==> config.mk <==
export PLATFORM = sky130hd
export DESIGN_NAME = randomized_sleep_interval_backoff_unit_flat
export DESIGN_NICKNAME = d
export VERILOG_FILES = /design/src/hdl/rsib_pkg.sv /design/src/hdl/rsib_chan_if.sv /design/src/hdl/randomized_sleep_interval_backoff_unit.sv /design/src/hdl/rsib_front.sv /design/src/hdl/rsib_queue.sv /design/src/hdl/rsib_back.sv /design/src/flat_wrapper.sv
export SDC_FILE = /design/constraint.sdc
export NUM_CORES = 2
export LEC_CHECK = 0
export BUFFER_PORTS_ARGS = -buffer_cell sky130_fd_sc_hd__buf_4
export CAP_MARGIN = 20
export CORE_MARGIN = 4
export CORE_UTILIZATION = 49
export DETAILED_ROUTE_END_ITERATION = 10
export GPL_ROUTABILITY_DRIVEN = 0
export HOLD_SLACK_MARGIN = 0.03
export SLEW_MARGIN = 15
export SYNTH_ARGS = -nofsm -noshare
export SYNTH_HDL_FRONTEND = slang
export SYNTH_SLANG_ARGS = --single-unit
export TNS_END_PERCENT = 10
==> constraint.sdc <==
create_clock -name i_clk -period 10.6 [get_ports i_clk]
set_input_delay 2.12 -clock i_clk [delete_from_list [all_inputs] [get_ports i_clk]]
set_output_delay 2.12 -clock i_clk [all_outputs]
set_load 0.005 [all_outputs]
==> src/hdl/rsib_pkg.sv <==
package rsib_pkg;

    localparam logic [1:0] OP_SLEEP       = 2'd0;
    localparam logic [1:0] OP_ARM_BACKOFF = 2'd1;
    localparam logic [1:0] OP_ARM_DELAY   = 2'd2;

    localparam logic [1:0] LED_NORMAL = 2'd0;
    localparam logic [1:0] LED_FAST   = 2'd1;
    localparam logic [1:0] LED_SLOW   = 2'd2;

    localparam logic [1:0] CFG_BASE_SLEEP       = 2'd0;
    localparam logic [1:0] CFG_COLLISION_ROUNDS = 2'd1;
    localparam logic [1:0] CFG_SPECIAL_FRAME    = 2'd2;

    localparam logic [15:0] BASE_SLEEP_RST       = 16'd1000;
    localparam logic [7:0]  COLLISION_ROUNDS_RST = 8'd8;
    localparam logic [15:0] SPECIAL_FRAME_RST    = 16'd0;

    localparam logic [31:0] LCG_MUL  = 32'd1103515245;
    localparam logic [31:0] LCG_ADD  = 32'd12345;
    localparam logic [31:0] RAND_MOD = 32'd2147483647;

    localparam logic [9:0] SPAN_NARROW = 10'd465;
    localparam logic [9:0] SPAN_WIDE   = 10'd701;
    localparam logic [9:0] LO_NARROW   = 10'd36;
    localparam logic [9:0] LO_WIDE     = 10'd100;

    localparam int RECIP_SHIFT = 40;
    localparam int QUOT_W      = 23;
    localparam logic [31:0] RECIP_NARROW = 32'((64'd1 << RECIP_SHIFT) / 64'd465);
    localparam logic [31:0] RECIP_WIDE   = 32'((64'd1 << RECIP_SHIFT) / 64'd701);

    localparam logic [23:0] FRAME_EXTRA      = 24'd300;
    localparam logic [23:0] FAST_BLINK_COUNT = 24'd100;
    localparam logic [23:0] SLOW_BLINK_COUNT = 24'd1000;
    localparam logic [23:0] LONG_LIMIT       = 24'd624450;
    localparam logic [19:0] LONG_LOAD        = 20'd8326;
    localparam logic [19:0] SHORT_LIMIT      = 20'd5;

    typedef struct packed {
        logic [1:0]  op;
        logic [1:0]  led_status;
        logic        special_mode;
        logic [15:0] random_seed;
        logic [23:0] load_value;
    } t_req;

    typedef struct packed {
        logic [20:0] timer_count;
        logic        long_sleep;
        logic [31:0] long_sleep_total;
    } t_res;

    typedef struct packed {
        logic [1:0]  addr;
        logic [15:0] wdata;
    } t_cfg;

    typedef struct packed {
        logic        draw;
        logic        wide;
        logic [15:0] seed;
        logic [23:0] base_cnt;
    } t_job;

    typedef struct packed {
        logic valid;
        t_job job;
    } t_push;

    typedef struct packed {
        logic full;
        logic empty;
    } t_qstat;

endpackage

==> src/hdl/rsib_chan_if.sv <==
interface rsib_chan_if #(
    parameter type T = logic
) ();
    logic valid;
    logic ready;
    T     data;

    modport source (output valid, output data, input ready);
    modport sink (input valid, input data, output ready);
endinterface

==> src/hdl/randomized_sleep_interval_backoff_unit.sv <==
// Wake-timer load calculator for a sleeping radio tag.
// Requests arrive on i_req. A sleep request yields one result on o_res with the
// doubled timer count, the long-sleep flag and, for a long sleep, the count before replacement.
// Arm-backoff and arm-delay requests only update internal state and yield no result.
// Registers are written through i_cfg, which is always ready; write only while the
// block holds no request in flight.
// A request is classified and the state updated in the cycle it is accepted; sleep
// requests then pass through a queue of QUEUE_DEPTH entries into a six-register
// pipeline that does the random draw: LCG multiply, fold modulo 2^31-1, reciprocal
// multiply, remainder, range offset and final limits.
// Throughput is one request per cycle while o_res is not stalled.
// When o_res is stalled the pipeline holds, the queue fills, and i_req.ready drops
// once QUEUE_DEPTH requests are waiting.
// Reset clears the queue, the pipeline and the backoff and delay state, and loads
// the registers with their defaults.
module randomized_sleep_interval_backoff_unit #(
    parameter int QUEUE_DEPTH = 4
) (
    input  logic        i_clk,
    input  logic        i_rst_n,
    rsib_chan_if.sink   i_req,
    rsib_chan_if.sink   i_cfg,
    rsib_chan_if.source o_res
);

    rsib_pkg::t_push  w_push;
    rsib_pkg::t_job   w_job;
    rsib_pkg::t_qstat w_qstat;
    logic             w_pop;
    logic [15:0]      w_base_sleep;

    rsib_front u_front (
        .i_clk        (i_clk),
        .i_rst_n      (i_rst_n),
        .i_req        (i_req),
        .i_cfg        (i_cfg),
        .i_q_full     (w_qstat.full),
        .o_push       (w_push),
        .o_base_sleep (w_base_sleep)
    );

    rsib_queue #(
        .DEPTH (QUEUE_DEPTH)
    ) u_queue (
        .i_clk   (i_clk),
        .i_rst_n (i_rst_n),
        .i_push  (w_push),
        .i_pop   (w_pop),
        .o_job   (w_job),
        .o_qstat (w_qstat)
    );

    rsib_back u_back (
        .i_clk        (i_clk),
        .i_rst_n      (i_rst_n),
        .i_job        (w_job),
        .i_q_empty    (w_qstat.empty),
        .o_pop        (w_pop),
        .i_base_sleep (w_base_sleep),
        .o_res        (o_res)
    );

`ifndef SYNTHESIS
    a_queue_no_overflow: assert property (@(posedge i_clk) disable iff (!i_rst_n)
        w_push.valid |-> !w_qstat.full)
        else $error("Queue written while full.");

    a_queue_no_underflow: assert property (@(posedge i_clk) disable iff (!i_rst_n)
        w_pop |-> !w_qstat.empty)
        else $error("Queue read while empty.");

    a_long_result: assert property (@(posedge i_clk) disable iff (!i_rst_n)
        o_res.valid && o_res.data.long_sleep |->
            o_res.data.timer_count == {rsib_pkg::LONG_LOAD, 1'b0} &&
            o_res.data.long_sleep_total > {8'd0, rsib_pkg::LONG_LIMIT})
        else $error("Long-sleep result carries a wrong count.");

    a_short_result: assert property (@(posedge i_clk) disable iff (!i_rst_n)
        o_res.valid && !o_res.data.long_sleep |-> o_res.data.long_sleep_total == 32'd0)
        else $error("Total reported without long sleep.");
`endif

endmodule

==> src/hdl/rsib_front.sv <==
module rsib_front (
    input  logic              i_clk,
    input  logic              i_rst_n,
    rsib_chan_if.sink         i_req,
    rsib_chan_if.sink         i_cfg,
    input  logic              i_q_full,
    output rsib_pkg::t_push   o_push,
    output logic [15:0]       o_base_sleep
);

    logic        r_backoff_active, n_backoff_active;
    logic [7:0]  r_rounds_done, n_rounds_done;
    logic [23:0] r_backoff_timer, n_backoff_timer;
    logic        r_delay_pending, n_delay_pending;
    logic [23:0] r_delay_margin, n_delay_margin;
    logic [15:0] r_base_sleep, n_base_sleep;
    logic [7:0]  r_collision_rounds, n_collision_rounds;
    logic [15:0] r_special_frame, n_special_frame;

    logic        w_accept;
    logic [7:0]  w_rounds_inc;
    logic [23:0] w_timer_half;

    assign i_req.ready  = !i_q_full;
    assign i_cfg.ready  = 1'b1;
    assign w_accept     = i_req.valid && i_req.ready;
    assign w_rounds_inc = r_rounds_done + 8'd1;
    assign w_timer_half = {1'b0, r_backoff_timer[23:1]};
    assign o_base_sleep = r_base_sleep;

    always_comb begin
        n_backoff_active   = r_backoff_active;
        n_rounds_done      = r_rounds_done;
        n_backoff_timer    = r_backoff_timer;
        n_delay_pending    = r_delay_pending;
        n_delay_margin     = r_delay_margin;
        n_base_sleep       = r_base_sleep;
        n_collision_rounds = r_collision_rounds;
        n_special_frame    = r_special_frame;
        o_push             = '0;
        o_push.job.seed    = i_req.data.random_seed;

        if (i_cfg.valid) begin
            case (i_cfg.data.addr)
                rsib_pkg::CFG_BASE_SLEEP: begin
                    n_base_sleep = i_cfg.data.wdata;
                end
                rsib_pkg::CFG_COLLISION_ROUNDS: begin
                    n_collision_rounds = i_cfg.data.wdata[7:0];
                end
                rsib_pkg::CFG_SPECIAL_FRAME: begin
                    n_special_frame = i_cfg.data.wdata;
                end
                default: begin
                end
            endcase
        end

        if (w_accept) begin
            case (i_req.data.op)
                rsib_pkg::OP_ARM_BACKOFF: begin
                    n_backoff_active = 1'b1;
                    n_backoff_timer  = i_req.data.load_value;
                    n_rounds_done    = 8'd0;
                end
                rsib_pkg::OP_ARM_DELAY: begin
                    n_delay_pending = 1'b1;
                    n_delay_margin  = i_req.data.load_value;
                end
                rsib_pkg::OP_SLEEP: begin
                    o_push.valid = 1'b1;
                    case (i_req.data.led_status)
                        rsib_pkg::LED_NORMAL: begin
                            if (r_backoff_active) begin
                                if (w_rounds_inc > r_collision_rounds) begin
                                    n_backoff_active = 1'b0;
                                    n_rounds_done    = 8'd0;
                                    n_backoff_timer  = {8'd0, r_base_sleep}
                                                       + rsib_pkg::FRAME_EXTRA;
                                end else begin
                                    n_rounds_done       = w_rounds_inc;
                                    n_backoff_timer     = w_timer_half;
                                    o_push.job.draw     = 1'b1;
                                    o_push.job.wide     = 1'b1;
                                    o_push.job.base_cnt = w_timer_half;
                                end
                            end else if (i_req.data.special_mode) begin
                                o_push.job.base_cnt = {8'd0, r_special_frame}
                                                      + rsib_pkg::FRAME_EXTRA;
                            end else if (r_delay_pending) begin
                                n_delay_pending     = 1'b0;
                                o_push.job.base_cnt = r_delay_margin;
                            end else begin
                                o_push.job.draw     = 1'b1;
                                o_push.job.base_cnt = {8'd0, r_base_sleep};
                            end
                        end
                        rsib_pkg::LED_FAST: begin
                            o_push.job.base_cnt = rsib_pkg::FAST_BLINK_COUNT;
                        end
                        rsib_pkg::LED_SLOW: begin
                            o_push.job.base_cnt = rsib_pkg::SLOW_BLINK_COUNT;
                        end
                        default: begin
                        end
                    endcase
                end
                default: begin
                end
            endcase
        end
    end

    always_ff @(posedge i_clk) begin
        if (!i_rst_n) begin
            r_backoff_active   <= 1'b0;
            r_rounds_done      <= 8'd0;
            r_backoff_timer    <= 24'd0;
            r_delay_pending    <= 1'b0;
            r_delay_margin     <= 24'd0;
            r_base_sleep       <= rsib_pkg::BASE_SLEEP_RST;
            r_collision_rounds <= rsib_pkg::COLLISION_ROUNDS_RST;
            r_special_frame    <= rsib_pkg::SPECIAL_FRAME_RST;
        end else begin
            r_backoff_active   <= n_backoff_active;
            r_rounds_done      <= n_rounds_done;
            r_backoff_timer    <= n_backoff_timer;
            r_delay_pending    <= n_delay_pending;
            r_delay_margin     <= n_delay_margin;
            r_base_sleep       <= n_base_sleep;
            r_collision_rounds <= n_collision_rounds;
            r_special_frame    <= n_special_frame;
        end
    end

endmodule

==> src/hdl/rsib_queue.sv <==
module rsib_queue #(
    parameter int DEPTH = 4
) (
    input  logic             i_clk,
    input  logic             i_rst_n,
    input  rsib_pkg::t_push  i_push,
    input  logic             i_pop,
    output rsib_pkg::t_job   o_job,
    output rsib_pkg::t_qstat o_qstat
);

    localparam int PW = (DEPTH > 1) ? $clog2(DEPTH) : 1;
    localparam int CW = $clog2(DEPTH + 1);

    rsib_pkg::t_job r_mem [DEPTH];
    rsib_pkg::t_job r_head;
    logic [PW-1:0]  r_wr_ptr, n_wr_ptr;
    logic [PW-1:0]  r_rd_ptr, n_rd_ptr;
    logic [CW-1:0]  r_count, n_count;

    assign o_job         = r_head;
    assign o_qstat.full  = (r_count == CW'(DEPTH));
    assign o_qstat.empty = (r_count == '0);

    always_comb begin
        n_wr_ptr = r_wr_ptr;
        n_rd_ptr = r_rd_ptr;
        n_count  = r_count;
        if (i_push.valid) begin
            n_wr_ptr = (r_wr_ptr == PW'(DEPTH - 1)) ? '0 : r_wr_ptr + PW'(1);
        end
        if (i_pop) begin
            n_rd_ptr = (r_rd_ptr == PW'(DEPTH - 1)) ? '0 : r_rd_ptr + PW'(1);
        end
        if (i_push.valid && !i_pop) begin
            n_count = r_count + CW'(1);
        end else if (!i_push.valid && i_pop) begin
            n_count = r_count - CW'(1);
        end
    end

    always_ff @(posedge i_clk) begin
        if (!i_rst_n) begin
            r_wr_ptr <= '0;
            r_rd_ptr <= '0;
            r_count  <= '0;
        end else begin
            r_wr_ptr <= n_wr_ptr;
            r_rd_ptr <= n_rd_ptr;
            r_count  <= n_count;
        end
    end

    // The head register tracks the entry at the next read pointer, taking a request
    // that is written to that entry in the same cycle straight from the input.
    always_ff @(posedge i_clk) begin
        if (i_push.valid) begin
            r_mem[r_wr_ptr] <= i_push.job;
        end
        if (i_push.valid && (r_wr_ptr == n_rd_ptr)) begin
            r_head <= i_push.job;
        end else begin
            r_head <= r_mem[n_rd_ptr];
        end
    end

endmodule

==> src/hdl/rsib_back.sv <==
module rsib_back (
    input  logic           i_clk,
    input  logic           i_rst_n,
    input  rsib_pkg::t_job i_job,
    input  logic           i_q_empty,
    output logic           o_pop,
    input  logic [15:0]    i_base_sleep,
    rsib_chan_if.source    o_res
);

    typedef struct packed {
        logic        draw;
        logic        wide;
        logic [23:0] base_cnt;
    } t_tail;

    logic w_adv;

    logic        r_s1_valid, r_s2_valid, r_s3_valid, r_s4_valid, r_s5_valid, r_out_valid;
    t_tail       r_s1_tail, r_s2_tail, r_s3_tail, r_s4_tail;
    logic [31:0] r_s1_x;
    logic [30:0] r_s2_y, r_s3_y;
    logic [rsib_pkg::QUOT_W-1:0] r_s3_q;
    logic [10:0] r_s4_rem;
    logic [23:0] r_s5_cnt;
    rsib_pkg::t_res r_out, n_out;

    logic [31:0] n_s1_x;
    logic [31:0] w_fold;
    logic [30:0] n_s2_y;
    logic [31:0] w_recip;
    logic [62:0] w_prod;
    logic [9:0]  w_span3, w_span4;
    logic [31:0] w_qd;
    logic [31:0] w_rem0;
    logic [10:0] w_rem_full;
    logic [9:0]  w_rem;
    logic [9:0]  w_draw;
    logic [23:0] n_s5_cnt;
    logic        w_long;
    logic [19:0] w_cnt;

    assign w_adv = !r_out_valid || o_res.ready;
    assign o_pop = w_adv && !i_q_empty;

    assign n_s1_x = 32'({16'd0, i_job.seed} * rsib_pkg::LCG_MUL + rsib_pkg::LCG_ADD);

    assign w_fold = {1'b0, r_s1_x[30:0]} + {31'd0, r_s1_x[31]};
    assign n_s2_y = (w_fold >= rsib_pkg::RAND_MOD) ? 31'(w_fold - rsib_pkg::RAND_MOD)
                                                   : w_fold[30:0];

    assign w_recip = r_s2_tail.wide ? rsib_pkg::RECIP_WIDE : rsib_pkg::RECIP_NARROW;
    assign w_prod  = {32'd0, r_s2_y} * {31'd0, w_recip};

    assign w_span3 = r_s3_tail.wide ? rsib_pkg::SPAN_WIDE : rsib_pkg::SPAN_NARROW;
    assign w_qd    = {9'd0, r_s3_q} * {22'd0, w_span3};
    assign w_rem0  = {1'b0, r_s3_y} - w_qd;

    assign w_span4    = r_s4_tail.wide ? rsib_pkg::SPAN_WIDE : rsib_pkg::SPAN_NARROW;
    assign w_rem_full = (r_s4_rem >= {1'b0, w_span4}) ? r_s4_rem - {1'b0, w_span4} : r_s4_rem;
    assign w_rem      = w_rem_full[9:0];
    assign w_draw     = w_rem + (r_s4_tail.wide ? rsib_pkg::LO_WIDE : rsib_pkg::LO_NARROW);
    assign n_s5_cnt   = r_s4_tail.base_cnt + (r_s4_tail.draw ? {14'd0, w_draw} : 24'd0);

    always_comb begin
        w_long = (r_s5_cnt > rsib_pkg::LONG_LIMIT);
        w_cnt  = w_long ? rsib_pkg::LONG_LOAD : r_s5_cnt[19:0];
        if (w_cnt <= rsib_pkg::SHORT_LIMIT) begin
            w_cnt = {4'd0, i_base_sleep};
        end
        n_out.timer_count      = {w_cnt, 1'b0};
        n_out.long_sleep       = w_long;
        n_out.long_sleep_total = w_long ? {8'd0, r_s5_cnt} : 32'd0;
    end

    assign o_res.valid = r_out_valid;
    assign o_res.data  = r_out;

    always_ff @(posedge i_clk) begin
        if (!i_rst_n) begin
            r_s1_valid  <= 1'b0;
            r_s2_valid  <= 1'b0;
            r_s3_valid  <= 1'b0;
            r_s4_valid  <= 1'b0;
            r_s5_valid  <= 1'b0;
            r_out_valid <= 1'b0;
        end else if (w_adv) begin
            r_s1_valid  <= o_pop;
            r_s2_valid  <= r_s1_valid;
            r_s3_valid  <= r_s2_valid;
            r_s4_valid  <= r_s3_valid;
            r_s5_valid  <= r_s4_valid;
            r_out_valid <= r_s5_valid;
        end
    end

    always_ff @(posedge i_clk) begin
        if (w_adv) begin
            r_s1_x             <= n_s1_x;
            r_s1_tail.draw     <= i_job.draw;
            r_s1_tail.wide     <= i_job.wide;
            r_s1_tail.base_cnt <= i_job.base_cnt;
            r_s2_y             <= n_s2_y;
            r_s2_tail          <= r_s1_tail;
            r_s3_q             <= w_prod[rsib_pkg::RECIP_SHIFT +: rsib_pkg::QUOT_W];
            r_s3_y             <= r_s2_y;
            r_s3_tail          <= r_s2_tail;
            r_s4_rem           <= w_rem0[10:0];
            r_s4_tail          <= r_s3_tail;
            r_s5_cnt           <= n_s5_cnt;
            r_out              <= n_out;
        end
    end

endmodule

==> src/flat_wrapper.sv <==
// flat-port wrapper written by rule: the top's interface ports become plain ports
module randomized_sleep_interval_backoff_unit_flat 
#(
    parameter int QUEUE_DEPTH = 4
)
  (i_clk, i_rst_n, i_req_valid, i_req_data, i_req_ready, i_cfg_valid, i_cfg_data, i_cfg_ready, o_res_valid, o_res_data, o_res_ready);
  rsib_chan_if #(.T(rsib_pkg::t_req)) i_req_i ();
  rsib_chan_if #(.T(rsib_pkg::t_cfg)) i_cfg_i ();
  rsib_chan_if #(.T(rsib_pkg::t_res)) o_res_i ();
  input  logic i_clk;
  input  logic i_rst_n;
  input wire logic [$bits(i_req_i.valid)-1:0] i_req_valid;
  input wire logic [$bits(i_req_i.data)-1:0] i_req_data;
  output wire logic [$bits(i_req_i.ready)-1:0] i_req_ready;
  input wire logic [$bits(i_cfg_i.valid)-1:0] i_cfg_valid;
  input wire logic [$bits(i_cfg_i.data)-1:0] i_cfg_data;
  output wire logic [$bits(i_cfg_i.ready)-1:0] i_cfg_ready;
  output wire logic [$bits(o_res_i.valid)-1:0] o_res_valid;
  output wire logic [$bits(o_res_i.data)-1:0] o_res_data;
  input wire logic [$bits(o_res_i.ready)-1:0] o_res_ready;
  assign i_req_i.valid = i_req_valid;
  assign i_req_i.data = i_req_data;
  assign i_req_ready = i_req_i.ready;
  assign i_cfg_i.valid = i_cfg_valid;
  assign i_cfg_i.data = i_cfg_data;
  assign i_cfg_ready = i_cfg_i.ready;
  assign o_res_valid = o_res_i.valid;
  assign o_res_data = o_res_i.data;
  assign o_res_i.ready = o_res_ready;
  randomized_sleep_interval_backoff_unit #(.QUEUE_DEPTH(QUEUE_DEPTH)) u_core (.i_clk(i_clk), .i_rst_n(i_rst_n), .i_req(i_req_i), .i_cfg(i_cfg_i), .o_res(o_res_i));
endmodule
# Word level (Yosys, flattened, before mapping)

Memory sizes are Yosys's and may differ from the RTL's. A register that Yosys moved wholly into a read port is not among the register bits.
Index checks and enable logic that the tools add are counted.

Register bits: 400
RAM bits: 168
Bits of input ports: 68
Word-level logic and storage cells: 147
Memories: 1

$add $sub $neg: 14
Multiply operators: 3
Order comparisons: 5
Eq/ne operators: 13
Muxes and demuxes: 47
Reduce and logical (&&, ||, !) cells: 24

Memory list:

| memory               | depth | width | rd ports | clocked after Yosys merged registers in | wr ports | line             | source |
|---|---|---|---|---|---|---|---|
| u_core.u_queue.r_mem | 4     | 42    | 1        | 1                                       | 1        | rsib_queue.sv:15 | `rsib_pkg::t_job r_mem [DEPTH];` |

Operators with widths:

| operator                                                        | number |
|---|---|
| 2-to-1 mux 24 bit                                               | 7 |
| case mux 24 bit (3 select lines)                                | 1 |
| multiplier 31 x 32 -> 63 bit                                    | 1 |
| case mux 24 bit (2 select lines)                                | 1 |
| 2-to-1 mux 23 bit                                               | 2 |
| 2-to-1 mux 10 bit                                               | 4 |
| adder 16 x 9 -> 17 bit, second input constant                   | 2 |
| adder 31 x 1 -> 32 bit                                          | 1 |
| adder 32 x 14 -> 32 bit, second input constant                  | 1 |
| >= comparator 32 x 31 -> 1 bit, second input constant           | 1 |
| multiplier 16 x 31 -> 32 bit, second input constant             | 1 |
| 2-to-1 mux 32 bit                                               | 1 |
| 2-to-1 mux 31 bit                                               | 1 |
| subtractor 31 bit, second input constant                        | 1 |
| adder 24 x 10 -> 24 bit                                         | 1 |
| greater-than comparator 24 x 20 -> 1 bit, second input constant | 1 |
| 2-to-1 mux 8 bit                                                | 3 |
| multiplier 23 x 10 -> 11 bit                                    | 1 |
| less-or-equal comparator 20 x 3 -> 1 bit, second input constant | 1 |
| 2-to-1 mux 20 bit                                               | 1 |
| 2-to-1 mux 16 bit                                               | 1 |
| case mux 8 bit (2 select lines)                                 | 1 |
| 2-to-1 mux 1 bit                                                | 12 |
| 2-to-1 mux 3 bit                                                | 4 |
| 26 further kinds                                                | 55 |

# Longest topological paths before layout

Depth after elaboration: 11
Gate-level depth with buffers: 30

# Hierarchy

Synthesis repeated with hierarchy kept, for this count alone.

Cell total of the unflattened synthesis: 4391
Area, all modules: 49976.7 sq um

Modules (own cells, without submodules):

| module     | times used | cells an instance | area an instance (sq um) |
|---|---|---|---|
| rsib_back  | 1          | 3399              | 37632.3 |
| rsib_queue | 1          | 264               | 6575.1 |
| rsib_front | 1          | 728               | 5769.3 |

# Worst setup path before layout

OpenSTA, ideal clock, no wires.

Kind: input to register
Start point: input o_res_ready
End point: register u_core.u_back.r_out (netlist bit u_core.u_back.o_res.data[0]) (enable)
Library setup time: 0.621 ns
Arrival time: 7.555 ns
Required time: 9.979 ns
Setup slack: 2.424 ns
Cell stages on the path: 3
Buffers on the path: 1
Cell sequence: nor2b_1 > clkbuf_1 > inv_1

Cells in the longest elaborated chain, start to end: 1

RTL lines:

| what                          | line               | source |
|---|---|---|
| start: declaration            | flat_wrapper.sv:20 | `input wire logic [$bits(o_res_i.ready)-1:0] o_res_ready;` |
| logical OR 1 bit              | rsib_back.sv:43    | `assign w_adv = !r_out_valid \|\| o_res.ready;` |
| named net u_core.u_back.w_adv | rsib_back.sv:17    | `logic w_adv;` |
| end signal: assignment        | rsib_back.sv:111   | `r_out <= n_out;` |
| end: declaration              | rsib_back.sv:26    | `rsib_pkg::t_res r_out, n_out;` |

The timed path passes the listed nets, and every way through them passes these cells.
A chain may end at the register's enable or synchronous reset.

# Worst setup path in the final report

Start point: register u_core.u_back.r_s2_tail[24] (netlist name)
End point: register u_core.u_back.r_s3_q[10] (netlist name) (data pin)

Cells in the longest elaborated chain, start to end: 2

RTL lines:

| what                               | line             | source |
|---|---|---|
| start: declaration                 | rsib_back.sv:20  | `t_tail r_s1_tail, r_s2_tail, r_s3_tail, r_s4_tail;` |
| start signal: assignment           | rsib_back.sv:104 | `r_s2_tail <= r_s1_tail;` |
| 2-to-1 mux 32 bit                  | rsib_back.sv:52  | `assign w_recip = r_s2_tail.wide ? rsib_pkg::RECIP_WIDE : rsib_pkg::RECIP_NARROW;` |
| multiplier 31 x 32 -> 63 bit       | rsib_back.sv:53  | `assign w_prod = {32'd0, r_s2_y} * {31'd0, w_recip};` |
| named net u_core.u_back.w_prod[50] | rsib_back.sv:32  | `logic [62:0] w_prod;` |
| end signal: assignment             | rsib_back.sv:105 | `r_s3_q <= w_prod[rsib_pkg::RECIP_SHIFT +: rsib_pkg::QUOT_W];` |
| end: declaration                   | rsib_back.sv:23  | `logic [rsib_pkg::QUOT_W-1:0] r_s3_q;` |

The timed path passes the listed nets, and every way through them passes these cells.

==> impl_summary.md <==
Placed design
In this run the cell area measured after placement is 52200 sq um. After detailed placement, the design holds a cell count of 5862. After legalization and detailed placement, the total HPWL measured 99200 um. The number of I/O port buffers is 114.

Global route
The total overflow left after global routing is 0. The total routing resource utilization after global routing is 23.3%. The global-route wire length before repair is 192000 um. The via count of the first global-routing pass is 32819.

Entering global routing, the biggest net connects 119 pins. The initial antenna violation count was 2.

Worst setup path
STA puts the critical path data required time at 11.04 ns. The combined buffer and inverter count along the critical path is 5. STA classifies the critical path endpoint as a register. The most frequent cell on the critical path is sky130_fd_sc_hd__fa_1. Walking the worst path, the cells encountered are nand2b_1 > inv_1 > fa_1 > fa_1 > inv_1 > fa_1 > inv_1 > fa_1 > fa_1 > fa_1 > fa_1 > inv_1 > fa_1 > inv_1 > ha_1 > nand4_1 > nor3_1 > o211ai_1 > a21oi_1 > o31ai_1 > a31oi_1 > nor4_1 > a311oi_1. The worst setup path is of the reg -> reg kind. Of all nets on the critical path, the largest fanout is 22.

The highest-delay cell along the critical path is sky130_fd_sc_hd__edfxtp_1. The maximum cell stage delay along the critical path is 0.96 ns. The data arrival time of the worst path is 9.13 ns. The worst setup path is launched from a register. The top cell family by delay on the critical path is adder cells.

Clock tree
CTS placed an instance of sky130_fd_sc_hd__clkbuf_16 at the clock tree root. Post-CTS timing repair inserted 0 buffers for setup. The worst-skew pair later-pin latency is 0.65 ns. In this run the deepest clock path goes through 3 buffers. The TritonCTS sink count is 549. Once the clock tree was built, the resizer swapped 0 gates to a different size. The clock transition at the registers of the reported paths is 0.06 ns. Buffers inserted during clock tree synthesis total 60. TritonCTS built the clock tree. CTS built an H-tree with a depth of 2. The number of buffers inserted by hold repair at cts is 0.

STA
Setup violations remaining at the end of the flow were counted as 0. Subtracting the final worst setup slack from the clock period gives 8.68 ns. The count of final max-slew check failures came to 0. The count of final hold-check violations is 0. The relative max-transition margin is 29.3%. Setup repair after global routing left no endpoint under its margin. After routing, the total negative slack on setup checks comes to 0 ns. For this run, the top clock speed supported by timing is 115 MHz.

At the pin with the least slew margin, the transition time is 1.06 ns. Of the available clock period, the critical path in the final layout requires 81.9%. On the final layout, the worst clock skew is 0.0325 ns.

Detailed routing
The count of nets left with antenna violations once routing finished came out at 0. In the final routed layout, each cell accounts on average for 20.4 um. For this run, design rule violations remaining after detail routing come to 0.

The first routing iteration left 2169 violations. Using the TritonRoute via totals, the vias-per-cell ratio works out to 5.21. Before antenna repair, the detailed router went through 5 iterations. The total length of routed wires is 122000 um. The routed layout has 31111 vias.

Floorplanning
The die height is 327 um. The initial utilization of the core area, before any placement, comes to 49.6%. In this run the horizontal extent of the chip is 327 um. The full die area is 107000 sq um. In this run the core area contains 116 standard-cell rows. The I/O pin total is 125. The region available for standard cell placement spans 100000 sq um.

Logic synthesis
The post-synthesis instance area is 49800 sq um. The synthesized netlist cell count is 4430. For this run, the leading register cell type out of synthesis is sky130_fd_sc_hd__edfxtp_1.

For this run, the register share of the synthesized area comes to 30.9%. The Yosys step of the flow raised 0 warnings. Counting flops and latches in the post-synthesis netlist gives 549. In this run the mean area of a mapped cell was 11.2 sq um.

The number of distinct library cells after synthesis is 80. In this run, synthesis inferred 437 flip-flops with an integrated enable. The fraction of registers with async set/reset is 0%.

Worst hold path
The min-delay analysis places its worst path in the category reg -> reg.

Final layout
In the final layout, the share of cells above drive strength 1 is 6.89%. The most common library cell in the layout ignoring fill and taps is sky130_fd_sc_hd__inv_1. After routing the design area is 54400 sq um.

The final layout net count is 5845. The core utilization of the finished layout is 54.1%. Leaving out fill and tap cells, the most frequent cells in the layout are 1015 x sky130_fd_sc_hd__inv_1, 676 x sky130_fd_sc_hd__fa_1, 533 x sky130_fd_sc_hd__ha_1, 437 x sky130_fd_sc_hd__edfxtp_1, 252 x sky130_fd_sc_hd__nand2_1. The post-layout instance count excluding filler cells is 5977. The layout-stage area growth over the synthesis result is 9.18%.

Flow run
The tool flagged a number of max-cap violations equal to 0.

Status
The run finished with clean final reports.
final timing paths:
kind	cells after the start	slack (ns)	from	end
worst max register to register	23	1.92	u_core.u_back.r_s2_tail[24]$_DFFE_PP_	u_core.u_back.r_s3_q[10]$_DFFE_PP_
worst min-delay path	0	0.41	u_core.u_back.r_s3_tail[20]$_DFFE_PP_	u_core.u_back.r_s4_tail[20]$_DFFE_PP_
worst max-delay path	23	1.92	u_core.u_back.r_s2_tail[24]$_DFFE_PP_	u_core.u_back.r_s3_q[10]$_DFFE_PP_
worst min register to register	0	0.41	u_core.u_back.r_s3_tail[20]$_DFFE_PP_	u_core.u_back.r_s4_tail[20]$_DFFE_PP_
flip-flops by register name, indices dropped and copies added, names as in the netlist, 3 cells and up, named ones only:
name and count:
u_core.u_back.r_s2_tail 26, u_core.u_front.r_special_frame 16, u_core.u_back.r_s3_tail 26, u_core.u_back.r_s4_rem 11, u_core.u_queue.r_mem 168, u_core.u_back.r_s4_tail 26
u_core.u_back.r_s2_y 31, u_core.u_back.r_s3_q 11, u_core.u_back.r_s1_tail 26, u_core.u_back.r_s5_cnt 24, u_core.u_back.o_res.data 45, u_core.u_front.r_rounds_done 8
u_core.u_queue.r_count 3, u_core.u_front.r_collision_rounds 8, u_core.u_front.r_delay_margin 24, u_core.u_front.r_backoff_timer 23, u_core.u_back.r_s1_x 32, u_core.u_back.r_s3_y 11
u_core.u_front.o_base_sleep 16
Yosys cell counts (all sizes together), types with 13 or more instances:
cell type / n / area [sq um]
dfxtp: 112 / 2240
nand2: 253 / 952
nor2: 193 / 724
nand2b: 32 / 200
and2: 45 / 282
a22oi: 15 / 113
nor3: 30 / 155
a21oi: 173 / 866
o211ai: 31 / 233
nor4: 13 / 126
clkbuf: 81 / 304
ha: 533 / 6670
nand3: 72 / 360
mux4: 42 / 946
a22o: 13 / 114
mux2i: 21 / 210
edfxtp: 437 / 13100
nand4: 27 / 190
and3: 22 / 138
inv: 1017 / 3820
a21o: 34 / 255
xor2: 66 / 578
o21ai: 87 / 435
nor2b: 33 / 206
a31oi: 16 / 100
xnor2: 130 / 1140
buf: 29 / 179
fa: 676 / 13500
a211oi: 40 / 310
or2: 15 / 93.8
area by class of cell:
type                       count  area, sq um
fill                        8896        46100
multi-input combinational   2802        30300
sequential                   549        15400
inverter                    1017         3820
tap                         1357         1700
clock buffer                  79         1610
timing repair buffer         138         1040
clock inverter                33          478
antenna                        2         5.00
routing by layer:
| layer | up-vias | track usage [%] | wire length [um] |
|---|---|---|---|
| met4 | 0 | 5.85 | 3150 |
| li1 | 14639 | - | - |
| met2 | 781 | 38.0 | 57500 |
| met5 | - | 0 | 0 |
| met1 | 15535 | 32.9 | 54100 |
| met3 | 156 | 3.59 | 6900 |
stage by stage:
stage | hold WS (ns) | setup slack (ns)
final | 0.406 | 1.92
after global routing | 0.421 | 1.44
after CTS | 0.414 | 2.05
after detailed placement | 0.405 | 2.12
after global placement | 0.401 | 2.15
after floorplan | 0.400 | 2.42
logic make-up after synthesis:
kind of cell,synth area share [%]
adder cells (fa/ha/maj),40.6
multiplexers,2.50
buffers and inverters,8.64
XOR/XNOR,3.45
AND/OR/NAND/NOR,7.47
AO/OA/AOI/OAI,6.50
flip-flops,30.9
other,0.0151
Power is left out: the tool's default activity adds up to more than one toggle a clock period on the data nets, which glitch-free logic cannot reach.
